===== src/ctpt_pkg.sv =====
// Package for the pairwise duel tally: sizes, field widths, command codes,
// shared types and the rank compare function.
// No dependencies; every other file of the block imports it.
package ctpt_pkg;

  localparam int CANDIDATES = 8;
  localparam longint unsigned MAX_BALLOTS = 64'd65535;

  localparam int IDX_W    = (CANDIDATES > 1) ? $clog2(CANDIDATES) : 1;
  localparam int POS_W    = $clog2(CANDIDATES + 1);
  localparam int CNT_W    = 16;
  localparam int CMD_W    = 2;
  localparam int RANK_W   = 5;
  localparam int SEL_W    = 4;
  localparam int MARGIN_W = 16;

  // Counters stop at the smaller of the ballot limit and the counter range.
  localparam logic [CNT_W-1:0] WIN_CAP =
    (MAX_BALLOTS < 64'd65535) ? CNT_W'(MAX_BALLOTS) : {CNT_W{1'b1}};

  typedef enum logic [CMD_W-1:0] {
    CMD_CLEAR  = 2'd0,
    CMD_RANK   = 2'd1,
    CMD_PAIR   = 2'd2,
    CMD_WINNER = 2'd3
  } cmd_e;

  typedef logic [CNT_W-1:0] cnt_t;

  typedef struct packed {
    logic                  unranked;
    logic [RANK_W-2:0]     value;
  } rank_t;

  typedef struct packed {
    rank_t             rank;
    logic [IDX_W-1:0]  id;
  } token_t;

  typedef struct packed {
    logic              clear;
    logic              wr_en;
    logic [IDX_W-1:0]  wr_sel;
    rank_t             wr_rank;
    logic              load;
    logic [POS_W-1:0]  pos;
    logic              step;
    logic [IDX_W-1:0]  row;
    logic [IDX_W-1:0]  col;
  } cell_ctl_t;

  // Any negative rank means unranked.
  function automatic rank_t decode_rank(logic [RANK_W-1:0] raw);
    rank_t r;
    r.unranked = raw[RANK_W-1];
    r.value    = raw[RANK_W-2:0];
    return r;
  endfunction

  // Equal ranks beat nobody; a ranked candidate beats an unranked one.
  function automatic logic beats(rank_t a, rank_t b);
    return !a.unranked && (b.unranked || (a.value < b.value));
  endfunction

endpackage


===== src/ctpt_if.sv =====
// Valid/ready channel interfaces for requests and results of the duel tally.
// Depends on ctpt_pkg for the field widths.
interface ctpt_req_if import ctpt_pkg::*; ();
  logic                     valid;
  logic                     ready;
  logic [CMD_W-1:0]         cmd;
  logic signed [RANK_W-1:0] rank;
  logic                     last;
  logic [SEL_W-1:0]         row;
  logic [SEL_W-1:0]         col;

  modport source (output valid, cmd, rank, last, row, col, input ready);
  modport sink   (input valid, cmd, rank, last, row, col, output ready);
endinterface

interface ctpt_rsp_if import ctpt_pkg::*; ();
  logic                valid;
  logic                ready;
  logic [MARGIN_W-1:0] margin;
  logic                winner_found;
  logic [SEL_W-1:0]    winner_index;

  modport source (output valid, margin, winner_found, winner_index, input ready);
  modport sink   (input valid, margin, winner_found, winner_index, output ready);
endinterface


===== src/ctpt_cell.sv =====
// One candidate cell: its ballot rank slot, its row of win counters and one
// stage of the token ring used while a ballot is tallied. Uses ctpt_pkg.
module ctpt_cell import ctpt_pkg::*; (
  input  logic             clk,
  input  logic             rst,
  input  logic [IDX_W-1:0] id,
  input  cell_ctl_t        ctl,
  input  token_t           tok_in,
  output token_t           tok_out,
  output cnt_t             rd_data
);

  rank_t            slot;
  rank_t            mine;
  token_t           tok;
  cnt_t             cnt [CANDIDATES];
  rank_t            eff;
  logic             hit;
  logic [IDX_W-1:0] rd_addr;

  // Slots past the received elements of the ballot count as unranked.
  always_comb begin
    if (POS_W'(id) < ctl.pos) begin
      eff = slot;
    end else begin
      eff = '{unranked: 1'b1, value: '0};
    end
    hit     = ctl.step && beats(mine, tok.rank) && (cnt[tok.id] < WIN_CAP);
    rd_addr = (id == ctl.row) ? ctl.col : ctl.row;
  end

  assign tok_out = tok;

  always_ff @(posedge clk) begin
    if (ctl.wr_en && (ctl.wr_sel == id)) begin
      slot <= ctl.wr_rank;
    end
    if (ctl.load) begin
      mine <= eff;
      tok  <= '{rank: eff, id: id};
    end else if (ctl.step) begin
      tok <= tok_in;
    end
    rd_data <= cnt[rd_addr];
  end

  always_ff @(posedge clk) begin
    if (rst || ctl.clear) begin
      for (int k = 0; k < CANDIDATES; k++) begin
        cnt[k] <= '0;
      end
    end else if (hit) begin
      cnt[tok.id] <= cnt[tok.id] + 1'b1;
    end
  end

endmodule


===== src/ctpt_chain.sv =====
// Row of candidate cells closed into a ring: each cell hands its rank token
// to the next cell every tally cycle. Uses ctpt_pkg and ctpt_cell.
module ctpt_chain import ctpt_pkg::*; (
  input  logic      clk,
  input  logic      rst,
  input  cell_ctl_t ctl,
  output cnt_t      rd_data [CANDIDATES]
);

  token_t ring [CANDIDATES];

  for (genvar g = 0; g < CANDIDATES; g++) begin : g_cell
    ctpt_cell u_cell (
      .clk     (clk),
      .rst     (rst),
      .id      (IDX_W'(g)),
      .ctl     (ctl),
      .tok_in  (ring[(g + CANDIDATES - 1) % CANDIDATES]),
      .tok_out (ring[g]),
      .rd_data (rd_data[g])
    );
  end

endmodule


===== src/condorcet_pairwise_tally.sv =====
// Pairwise duel tally: top level with the control sequencer and result register.
// Clear and rank requests are taken in idle; a closing rank passes through a load
// state and a tally state while the rank tokens circle the cell ring. A pair query
// passes through a read state and an emit state; a winner query scans the matrix
// one entry a cycle. Synchronous reset zeroes all counters and the ballot position.
// Uses ctpt_pkg, ctpt_if and ctpt_chain.
module condorcet_pairwise_tally import ctpt_pkg::*; (
  input logic        clk,
  input logic        rst,
  ctpt_req_if.sink   req,
  ctpt_rsp_if.source rsp
);

  typedef enum logic [5:0] {
    ST_IDLE  = 6'b000001,
    ST_LOAD  = 6'b000010,
    ST_TALLY = 6'b000100,
    ST_READ  = 6'b001000,
    ST_SCAN  = 6'b010000,
    ST_EMIT  = 6'b100000
  } state_t;

  localparam logic [IDX_W-1:0] LAST_IDX = IDX_W'(CANDIDATES - 1);

  state_t            state;
  logic [POS_W-1:0]  pos;
  logic [POS_W-1:0]  pos_next;
  logic [IDX_W-1:0]  tcnt;
  logic [IDX_W-1:0]  qrow;
  logic [IDX_W-1:0]  qcol;
  logic              qok;
  logic              is_pair;
  logic [IDX_W-1:0]  si;
  logic [IDX_W-1:0]  sj;
  logic [IDX_W-1:0]  si_d;
  logic [IDX_W-1:0]  sj_d;
  logic              issuing;
  logic              pend;
  logic              row_ok;
  logic              row_ok_next;
  logic              found;
  logic [IDX_W-1:0]  widx;
  logic              out_valid;
  cnt_t              out_margin;
  logic              out_found;
  logic [SEL_W-1:0]  out_index;
  cnt_t              pair_margin;
  logic              accept;
  logic              emit;
  cmd_e              cmd;
  cell_ctl_t         ctl;
  cnt_t              rd_data [CANDIDATES];

  ctpt_chain u_chain (
    .clk     (clk),
    .rst     (rst),
    .ctl     (ctl),
    .rd_data (rd_data)
  );

  assign req.ready        = (state == ST_IDLE);
  assign rsp.valid        = out_valid;
  assign rsp.margin       = out_margin;
  assign rsp.winner_found = out_found;
  assign rsp.winner_index = out_index;

  always_comb begin
    accept   = req.valid && req.ready;
    emit     = (state == ST_EMIT) && (!out_valid || rsp.ready);
    cmd      = cmd_e'(req.cmd);
    pos_next = (pos < POS_W'(CANDIDATES)) ? POS_W'(pos + 1'b1) : pos;

    ctl         = '0;
    ctl.clear   = accept && (cmd == CMD_CLEAR);
    ctl.wr_en   = accept && (cmd == CMD_RANK) && (pos < POS_W'(CANDIDATES));
    ctl.wr_sel  = pos[IDX_W-1:0];
    ctl.wr_rank = decode_rank(req.rank);
    ctl.load    = (state == ST_LOAD);
    ctl.pos     = pos;
    ctl.step    = (state == ST_TALLY);
    ctl.row     = (state == ST_SCAN) ? si : qrow;
    ctl.col     = (state == ST_SCAN) ? sj : qcol;

    if (qok && (rd_data[qrow] > rd_data[qcol])) begin
      pair_margin = rd_data[qrow] - rd_data[qcol];
    end else begin
      pair_margin = '0;
    end

    // Cell si_d read wins of si_d over sj_d, cell sj_d the reverse.
    row_ok_next = row_ok &&
                  ((si_d == sj_d) || (rd_data[si_d] > rd_data[sj_d]));
  end

  always_ff @(posedge clk) begin
    if (rst) begin
      state     <= ST_IDLE;
      pos       <= '0;
      issuing   <= 1'b0;
      pend      <= 1'b0;
      found     <= 1'b0;
      out_valid <= 1'b0;
    end else begin
      if (emit) begin
        out_valid <= 1'b1;
      end else if (rsp.ready) begin
        out_valid <= 1'b0;
      end
      case (state)
        ST_IDLE: begin
          if (accept) begin
            case (cmd)
              CMD_CLEAR: begin
                pos <= '0;
              end
              CMD_RANK: begin
                pos <= pos_next;
                if (req.last) begin
                  state <= ST_LOAD;
                end
              end
              CMD_PAIR: begin
                qrow    <= req.row[IDX_W-1:0];
                qcol    <= req.col[IDX_W-1:0];
                qok     <= (int'(req.row) < CANDIDATES) &&
                           (int'(req.col) < CANDIDATES) && (req.row != req.col);
                is_pair <= 1'b1;
                state   <= ST_READ;
              end
              default: begin
                si      <= '0;
                sj      <= '0;
                issuing <= 1'b1;
                pend    <= 1'b0;
                row_ok  <= 1'b1;
                found   <= 1'b0;
                widx    <= '0;
                is_pair <= 1'b0;
                state   <= ST_SCAN;
              end
            endcase
          end
        end
        ST_LOAD: begin
          tcnt  <= '0;
          state <= ST_TALLY;
        end
        ST_TALLY: begin
          if (tcnt == LAST_IDX) begin
            pos   <= '0;
            state <= ST_IDLE;
          end else begin
            tcnt <= tcnt + 1'b1;
          end
        end
        ST_READ: begin
          state <= ST_EMIT;
        end
        ST_SCAN: begin
          pend <= issuing;
          if (issuing) begin
            si_d <= si;
            sj_d <= sj;
            if (sj == LAST_IDX) begin
              sj <= '0;
              if (si == LAST_IDX) begin
                issuing <= 1'b0;
              end else begin
                si <= si + 1'b1;
              end
            end else begin
              sj <= sj + 1'b1;
            end
          end
          if (pend) begin
            if (sj_d == LAST_IDX) begin
              row_ok <= 1'b1;
              // The first row that wins every duel is kept.
              if (row_ok_next && !found) begin
                found <= 1'b1;
                widx  <= si_d;
              end
              if (si_d == LAST_IDX) begin
                state <= ST_EMIT;
              end
            end else begin
              row_ok <= row_ok_next;
            end
          end
        end
        ST_EMIT: begin
          if (emit) begin
            out_margin <= is_pair ? pair_margin : '0;
            out_found  <= is_pair ? 1'b0 : found;
            out_index  <= is_pair ? '0 : SEL_W'(widx);
            state      <= ST_IDLE;
          end
        end
        default: begin
          state <= ST_IDLE;
        end
      endcase
    end
  end

  // A tally always has at least one received element or a full ballot.
  a_tally_pos: assert property (@(posedge clk) disable iff (rst)
    (state == ST_TALLY) |-> (pos != '0))
    else $error("tally running with empty ballot position");

  a_pair_read: assert property (@(posedge clk) disable iff (rst)
    (req.valid && req.ready && (req.cmd == CMD_PAIR)) |=> (state == ST_READ))
    else $error("pair query did not start a counter read");

  a_no_winner_idx: assert property (@(posedge clk) disable iff (rst)
    (rsp.valid && !rsp.winner_found) |-> (rsp.winner_index == '0))
    else $error("winner index set without a winner");

  a_winner_kept: assert property (@(posedge clk) disable iff (rst)
    ((state == ST_SCAN) && $past(state == ST_SCAN) && $past(found)) |-> $stable(widx))
    else $error("winner index changed after a winner was found");

endmodule

===== src/flat_wrapper.sv =====
// flat-port wrapper written by rule: the top's interface ports become plain ports
module condorcet_pairwise_tally_flat import ctpt_pkg::*;
  (clk, rst, req_valid, req_cmd, req_rank, req_last, req_row, req_col, req_ready, rsp_valid, rsp_margin, rsp_winner_found, rsp_winner_index, rsp_ready);
  ctpt_req_if req_i ();
  ctpt_rsp_if rsp_i ();
  input logic clk;
  input logic rst;
  input wire logic [$bits(req_i.valid)-1:0] req_valid;
  input wire logic [$bits(req_i.cmd)-1:0] req_cmd;
  input wire logic [$bits(req_i.rank)-1:0] req_rank;
  input wire logic [$bits(req_i.last)-1:0] req_last;
  input wire logic [$bits(req_i.row)-1:0] req_row;
  input wire logic [$bits(req_i.col)-1:0] req_col;
  output wire logic [$bits(req_i.ready)-1:0] req_ready;
  output wire logic [$bits(rsp_i.valid)-1:0] rsp_valid;
  output wire logic [$bits(rsp_i.margin)-1:0] rsp_margin;
  output wire logic [$bits(rsp_i.winner_found)-1:0] rsp_winner_found;
  output wire logic [$bits(rsp_i.winner_index)-1:0] rsp_winner_index;
  input wire logic [$bits(rsp_i.ready)-1:0] rsp_ready;
  assign req_i.valid = req_valid;
  assign req_i.cmd = req_cmd;
  assign req_i.rank = req_rank;
  assign req_i.last = req_last;
  assign req_i.row = req_row;
  assign req_i.col = req_col;
  assign req_ready = req_i.ready;
  assign rsp_valid = rsp_i.valid;
  assign rsp_margin = rsp_i.margin;
  assign rsp_winner_found = rsp_i.winner_found;
  assign rsp_winner_index = rsp_i.winner_index;
  assign rsp_i.ready = rsp_ready;
  condorcet_pairwise_tally u_core (.clk(clk), .rst(rst), .req(req_i), .rsp(rsp_i));
endmodule

===== config.mk =====
export PLATFORM = sky130hd
export DESIGN_NAME = condorcet_pairwise_tally_flat
export DESIGN_NICKNAME = d
export VERILOG_FILES = /design/src/ctpt_pkg.sv /design/src/ctpt_if.sv /design/src/ctpt_cell.sv /design/src/ctpt_chain.sv /design/src/condorcet_pairwise_tally.sv /design/src/flat_wrapper.sv
export SDC_FILE = /design/constraint.sdc
export NUM_CORES = 2
export LEC_CHECK = 0
export ABC_CLOCK_PERIOD_IN_PS = 11500
export BUFFER_PORTS_ARGS = -buffer_cell sky130_fd_sc_hd__clkbuf_2
export CAP_MARGIN = 20
export CORE_UTILIZATION = 40
export CTS_CLUSTER_DIAMETER = 150
export CTS_CLUSTER_SIZE = 30
export DETAILED_ROUTE_END_ITERATION = 10
export GPL_ROUTABILITY_DRIVEN = 0
export SLEW_MARGIN = 20
export SYNTH_ARGS = -nofsm -noshare
export SYNTH_HDL_FRONTEND = slang
export SYNTH_HIERARCHICAL = 1
export SYNTH_SLANG_ARGS = --single-unit

===== constraint.sdc =====
create_clock -name clk -period 11.5 [get_ports clk]
set_clock_uncertainty 0.2 [all_clocks]
set_input_delay 2.3 -clock clk [delete_from_list [all_inputs] [get_ports clk]]
set_output_delay 2.3 -clock clk [all_outputs]
set_load 0.03 [all_outputs]

# Word level (Yosys, flattened, before mapping)
# Memory sizes are Yosys's and may differ from the RTL's. A register that Yosys moved wholly into a read port is not among the register bits.
# Cells that the tools add are included.
[op_classes] muxes=160 reduce_logical=94 n_shift=0 n_addsub=13 n_bitwise=6 n_eq_ne=45 order_cmp=33 div=0 multipliers=0
[op_table] operator="$mux W16" n=16
[op_table] operator="$bmux W16 S3" n=4
[op_table] operator="$mux W3" n=45
[op_table] operator="$add A16 B1 Y16 const B" n=8
[op_table] operator="$lt A16 B16 Y1 const B" n=8
[op_table] operator="$mux W8" n=16
[op_table] operator="$reduce_or A16 Y1" n=8
[op_table] operator="$mux W1" n=48
[op_table] operator="$logic_and A1 B1 Y1" n=42
[op_table] operator="$mux W6" n=7
[op_table] operator="$mux W5" n=8
[op_table] operator="$pmux W6 S6" n=1
[op_table] operator="$gt A16 B16 Y1" n=2
[op_table] operator="$lt A4 B4 Y1" n=8
[op_table] operator="$eq A3 B3 Y1 const B" n=9
[op_table] operator="$pmux W3 S2" n=4
[op_table] operator="$ne A2 B2 Y1 const B" n=9
[op_table] operator="$pmux W6 S3" n=1
[op_table] operator="$ge A4 B4 Y1 const B" n=4
[op_table] operator="$lt A3 B4 Y1 const A" n=4
[op_table] operator="$not A3 Y4" n=4
[op_table] operator="$pmux W4 S2" n=2
[op_table] operator="$sub A16 B16 Y16" n=1
[op_table] operator="$reduce_and A5 Y1" n=3
[op_table] operator="other kinds (38)" n=89
[word_totals] latchBits=0 reg_bits=206 mem_count=8 inputBits=20 romBits=0 ramBits=1024
[mem_list] name="u_core.u_chain.g_cell[0].u_cell.cnt" words=8 width=16 rd=2 rd_clocked_by_memory_dff=2 write_ports=8 line_no="ctpt_cell.sv:16" text="cnt_t cnt [CANDIDATES];"
[mem_list] name="u_core.u_chain.g_cell[1].u_cell.cnt" words=8 width=16 rd=2 rd_clocked_by_memory_dff=2 write_ports=8 line_no="ctpt_cell.sv:16"
[mem_list] name="u_core.u_chain.g_cell[2].u_cell.cnt" words=8 width=16 rd=2 rd_clocked_by_memory_dff=2 write_ports=8 line_no="ctpt_cell.sv:16"
[mem_list] name="u_core.u_chain.g_cell[3].u_cell.cnt" words=8 width=16 rd=2 rd_clocked_by_memory_dff=2 write_ports=8 line_no="ctpt_cell.sv:16"
[mem_list] name="u_core.u_chain.g_cell[4].u_cell.cnt" words=8 width=16 rd=2 rd_clocked_by_memory_dff=2 write_ports=8 line_no="ctpt_cell.sv:16"
[mem_list] name="u_core.u_chain.g_cell[5].u_cell.cnt" words=8 width=16 rd=2 rd_clocked_by_memory_dff=2 write_ports=8 line_no="ctpt_cell.sv:16"
[mem_list] name="+2 memories"

# Longest topological paths before layout
[depth] depth_word=12 ltp_mapped=14

# By module
# Netlist, hierarchy kept.
[by_module_without_submodules] module="ctpt_cell (u_core.u_chain.g_cell[4].u_cell ...)" cells_each=625 n_inst=2 area_per_inst_um2=8594.5 seq_area_each_um2=4764.6
[by_module_without_submodules] module="ctpt_cell (u_core.u_chain.g_cell[1].u_cell)" cells_each=612 n_inst=1 area_per_inst_um2=8795.9 seq_area_each_um2=4764.6
[by_module_without_submodules] module="ctpt_cell (u_core.u_chain.g_cell[7].u_cell)" cells_each=626 n_inst=1 area_per_inst_um2=8775.9 seq_area_each_um2=4764.6
[by_module_without_submodules] module="ctpt_cell (u_core.u_chain.g_cell[6].u_cell)" cells_each=626 n_inst=1 area_per_inst_um2=8755.9 seq_area_each_um2=4764.6
[by_module_without_submodules] module="ctpt_cell (u_core.u_chain.g_cell[2].u_cell)" cells_each=625 n_inst=1 area_per_inst_um2=8659.6 seq_area_each_um2=4764.6
[by_module_without_submodules] module="ctpt_cell (u_core.u_chain.g_cell[0].u_cell)" cells_each=626 n_inst=1 area_per_inst_um2=8658.3 seq_area_each_um2=4764.6
[by_module_without_submodules] module="ctpt_cell (u_core.u_chain.g_cell[3].u_cell)" cells_each=608 n_inst=1 area_per_inst_um2=8642.0 seq_area_each_um2=4764.6
[by_module_without_submodules] module="condorcet_pairwise_tally" cells_each=606 n_inst=1 area_per_inst_um2=7646.1 seq_area_each_um2=1691.6
[by_module_without_submodules] module="ctpt_chain" cells_each=2 n_inst=1 area_per_inst_um2=7.5 seq_area_each_um2=0.0

# Worst setup path before layout
# OpenSTA, ideal clock, no wires.
[synth_timing] path_type="input -> register" startpoint="input req_cmd[0]" endpoint="memory u_core/u_chain/g_cell[1].u_cell/cnt[7][0] (netlist name) (enable)" stages=7 slack_ns=5.833 arrival_ns=5.056 cell_sequence="inv_1 ha_1 inv_1 nor2_1 nor4b_1 o2111ai_4 o21ai_0"
[synth_rtl] element="start, declared" line_no="flat_wrapper.sv:9" text="input wire logic [$bits(req_i.cmd)-1:0] req_cmd;"
[synth_rtl] element="end, declared" line_no="ctpt_cell.sv:16"

==> reports/qor.yml <==
run_status:
  status: "completed"
sta:
  rsz0062_at_grt: "false"
  hold_viol_final: 0
  setup_slack_ns: 5.597
  fin_crit_sh: 0.5133
  setup_tns_ns: 0
  setup_viol_count_final: 0
  fin_crit_ns: 5.903
  slew_headroom: 0.2171
  worst_slew_pin_slew_ns: 1.171
  report.final.slew_viol_count: 0
  max_clock_freq_mhz: 169.4
placed_design:
  dpl_worst_slack_ns: 4.920
  dpl.hpwl_um: 149800
  io_buffer_count: 41
drt:
  ant_nets: 0
  avgViaCountPerCell: 5.981
  wl_um: 214800
  vias: 47928
  dr.first_iter.drc_count: 4419
  post_drt_wl_per_cell_um: 26.81
  first_pass_iters: 6
  drc: 0
min_path:
  hold_start: "u_core/found"
  hold_depth: 2
  min_path_type: "register to register"
cts:
  cts_setup_buffers: 0
  cts-root-buf: "clkbuf_16"
  cts.repair.resized: 0
  hold_buffers: 0
  cts_buffer_depth: 3
  cts.sink_count: 1381
  clk_latency_ns: 0.77
  cts_tree: "done"
  clk_pin_slew_ns: 0.12
  htree_levels: 2
  numCtsBuffers: 53
setup_path:
  crit_path_end_kind: "register"
  worstPathBufferInverterCount: 3
  critPathKind: "register to register"
  startpoint_type: "register"
  cp.required_ns: 11.92
  cp.arrival_ns: 6.32
  path_depth: 13
  worst-path-max-fanout: 44
  path_cells: "nor2b_1 -> nand2_1 -> nand2_1 -> nand2_1 -> buf_4 -> xor2_1 -> nor3_1 -> mux2i_4 -> buf_4 -> buf_4 -> mux2i_1 -> mux2i_1 -> mux2_2"
  crit_start: "u_core/state[4]"
  max_stage_delay_ns: 0.78
  reg2reg_to: "u_core/u_chain/g_cell[2].u_cell/rd_data[15]"
  critPathSlowestCell: "nor3_1"
  regToRegSetupSlack_ns: 5.60
  r2r-start: "u_core/state[4]"
  cp-endpoint: "u_core/u_chain/g_cell[2].u_cell/rd_data[15]"
  cp_top_family: "simple AND/OR/NAND/NOR gates"
  worstRegToRegCells: 13
floorplanning:
  die_x_um: 441.1
  core_sq_um: 190800
  die_y_um: 441.1
  io_pins: 43
  start_util: 0.4043
  dieArea_sq_um: 194600
  rows: 160
finish:
  final_nets: 5568
  multiInputGateArea_sq_um: 35690
  final_layout_size_suffix_gt1_frac: 0.2057
  fillCellCount: 17314
  area_growth_pct: 5.820
  seq_area_sq_um: 39820
  finish.utilization: 0.4278
yosys:
  ys_seq_elements: 1381
  synthCells: 5581
  ys.flop_type: "edfxtp_1"
  async_flop_share: 0
  synth_edf_count: 1215
  syn_area_per_cell_sq_um: 13.82
  yosys_warnings: 6
  ys_seq_area_frac: 0.5161
  synth_cell_types: 98
  synth_area_sq_um: 77130
global_route:
  grt_pass1_vias: 47121
  grt.overflow.total: 0
  grtUsageTotal: 0.2175
  grt_max_degree: 89
  antenna_found_initial: 8
  grt_pass1_wl_um: 317400
pwr:
  ir_worst_vdd_mv: 0.1078
  p_leak_nw: 28.83
  p_per_area_nw_per_um2: 147.3
job:
  cap_violations: 0
==> cell families (layout without fill, tap and decap cells) <==
kind of cell             count (synthesis)  after routing  share of synthesized area
flip-flops                            1381           1381                     0.5161
AO/OA/AOI/OAI                          280            280                    0.02753
AND/OR/NAND/NOR                       1569           1569                     0.1118
other                                    3            101                  0.0001460
XOR/XNOR                               161            161                    0.01877
buffers and inverters                  501            324                    0.03630
multiplexers                          1593           1593                     0.2742
adder cells (fa/ha/maj)                 93             93                    0.01518
==> worst reg2reg max path: stages, from the launching register on <==
cell and delay [ns]:
dfxtp_1 0.45, nor2b_1 0.46, nand2_1 0.47, nand2_1 0.19, nand2_1 0.37, buf_4 0.38
xor2_1 0.19, nor3_1 0.78, mux2i_4 0.36, buf_4 0.39, buf_4 0.72, mux2i_1 0.31
mux2i_1 0.17, mux2_2 0.33
==> power breakdown <==
group / total, W / internal [W] / leakage [nW] / switching (W)
Combinational: 0.00308 / 0.00130 / 14.3 / 0.00178
Sequential: 0.00641 / 0.00595 / 13.8 / 0.000461
Clock: 0.00253 / 0.000930 / 0.769 / 0.00160
==> worst min path at each step <==
| stage | to | slack (ns) |
|---|---|---|
| 3_5_place_dp | u_core/found | 0.26 |
| 2_1_floorplan | u_core/found | 0.23 |
| 3_3_place_gp | u_core/found | 0.26 |
| 5_1_grt | u_core/found | 0.30 |
| 6_report | u_core/found | 0.28 |
| 4_1_cts | u_core/found | 0.28 |
==> cell type report <==
| type | instances | area share |
|---|---|---|
| Sequential cell | 1381 | 0.4879 |
| Antenna cell | 4 | 0.0001226 |
| Tap cell | 2511 | 0.03849 |
| Multi-Input combinational cell | 3793 | 0.4372 |
| Clock inverter | 7 | 0.001257 |
| Timing Repair Buffer | 154 | 0.01320 |
| Inverter | 72 | 0.003342 |
| Clock buffer | 91 | 0.01852 |
==> sequential cells by signal, indices dropped and copies added (netlist names), 3 cells and up, named ones only <==
register and cells:
u_core/pos 4, u_core/u_chain/g_cell.u_cell/mine 40, u_core/widx 3, u_core/qrow 3
u_core/qcol 3, u_core/state 6, u_core/u_chain/g_cell.u_cell/cnt 1024, u_core/si 3
u_core/rsp.margin 16, u_core/sj 3, u_core/rsp.winner_index 3, u_core/sj_d 3
u_core/u_chain/g_cell.u_cell/slot 40, u_core/tcnt 3, u_core/u_chain/g_cell.u_cell/rd_data 128, u_core/si_d 3
u_core/u_chain/g_cell.u_cell/tok_out 64
==> cell usage after synthesis (64+ instances only) <==
master    count  share of area
nand2_1      78         0.0038
mux2_2      286          0.042
nor2_1      252          0.012
buf_2       124         0.0080
mux2i_1     917           0.12
ha_1         92          0.015
edfxtp_1   1215           0.47
xnor2_1      72         0.0082
inv_1        69         0.0034
dfxtp_1     166          0.043
nor4_1       67         0.0054
nor3_1      757          0.049
nor2b_1      64         0.0052
xor2_1       84         0.0095
clkbuf_1    176         0.0086
mux4_2      346           0.10
o21ai_0      72         0.0047
==> layout by cell type, fill, tap and decap left out, types with 28 or more instances in the layout <==
| cell type | n |
|---|---|
| a21o_1 | 37 |
| a21oi_1 | 42 |
| buf_4 | 111 |
| clkbuf_1 | 36 |
| clkbuf_16 | 55 |
| clkbuf_2 | 41 |
| conb_1 | 97 |
| dfxtp_1 | 158 |
| edfxtp_1 | 1215 |
| ha_1 | 92 |
| inv_1 | 68 |
| mux2_2 | 286 |
| mux2i_1 | 893 |
| mux4_2 | 346 |
| nand2_1 | 78 |
| nand2b_1 | 28 |
| nand3_1 | 45 |
| nor2_1 | 249 |
| nor2b_1 | 64 |
| nor3_1 | 756 |
| nor3_2 | 43 |
| nor3b_1 | 57 |
| nor4_1 | 67 |
| o2111ai_2 | 37 |
| o21ai_2 | 46 |
| xnor2_1 | 72 |
| xor2_1 | 84 |
==> stage by stage <==
stage	total power [W]	hold WS (ns)	cells	cell area, sq um
finish	0.01202	0.2796	8013	81620
global route	0.01244	0.2995	8011	81610
CTS	0.01206	0.2774	8007	81520
detailed placement	0.009558	0.2619	7909	79900
global placement	0.009511	0.2607	7909	79890
floorplan	0.008444	0.2305	5675	77480
==> per-layer routing <==
| metal | vias up | wire length [um] | GRT usage |
|---|---|---|---|
| met2 | 1457 | 101500 | 0.3547 |
| met3 | 175 | 12000 | 0.02183 |
| met1 | 24739 | 96350 | 0.3110 |
| met5 | - | 0 | 0 |
| met4 | 0 | 5027 | 0.05302 |
| li1 | 21557 | - | - |
Note: power is estimated with default switching activity, not from simulation.
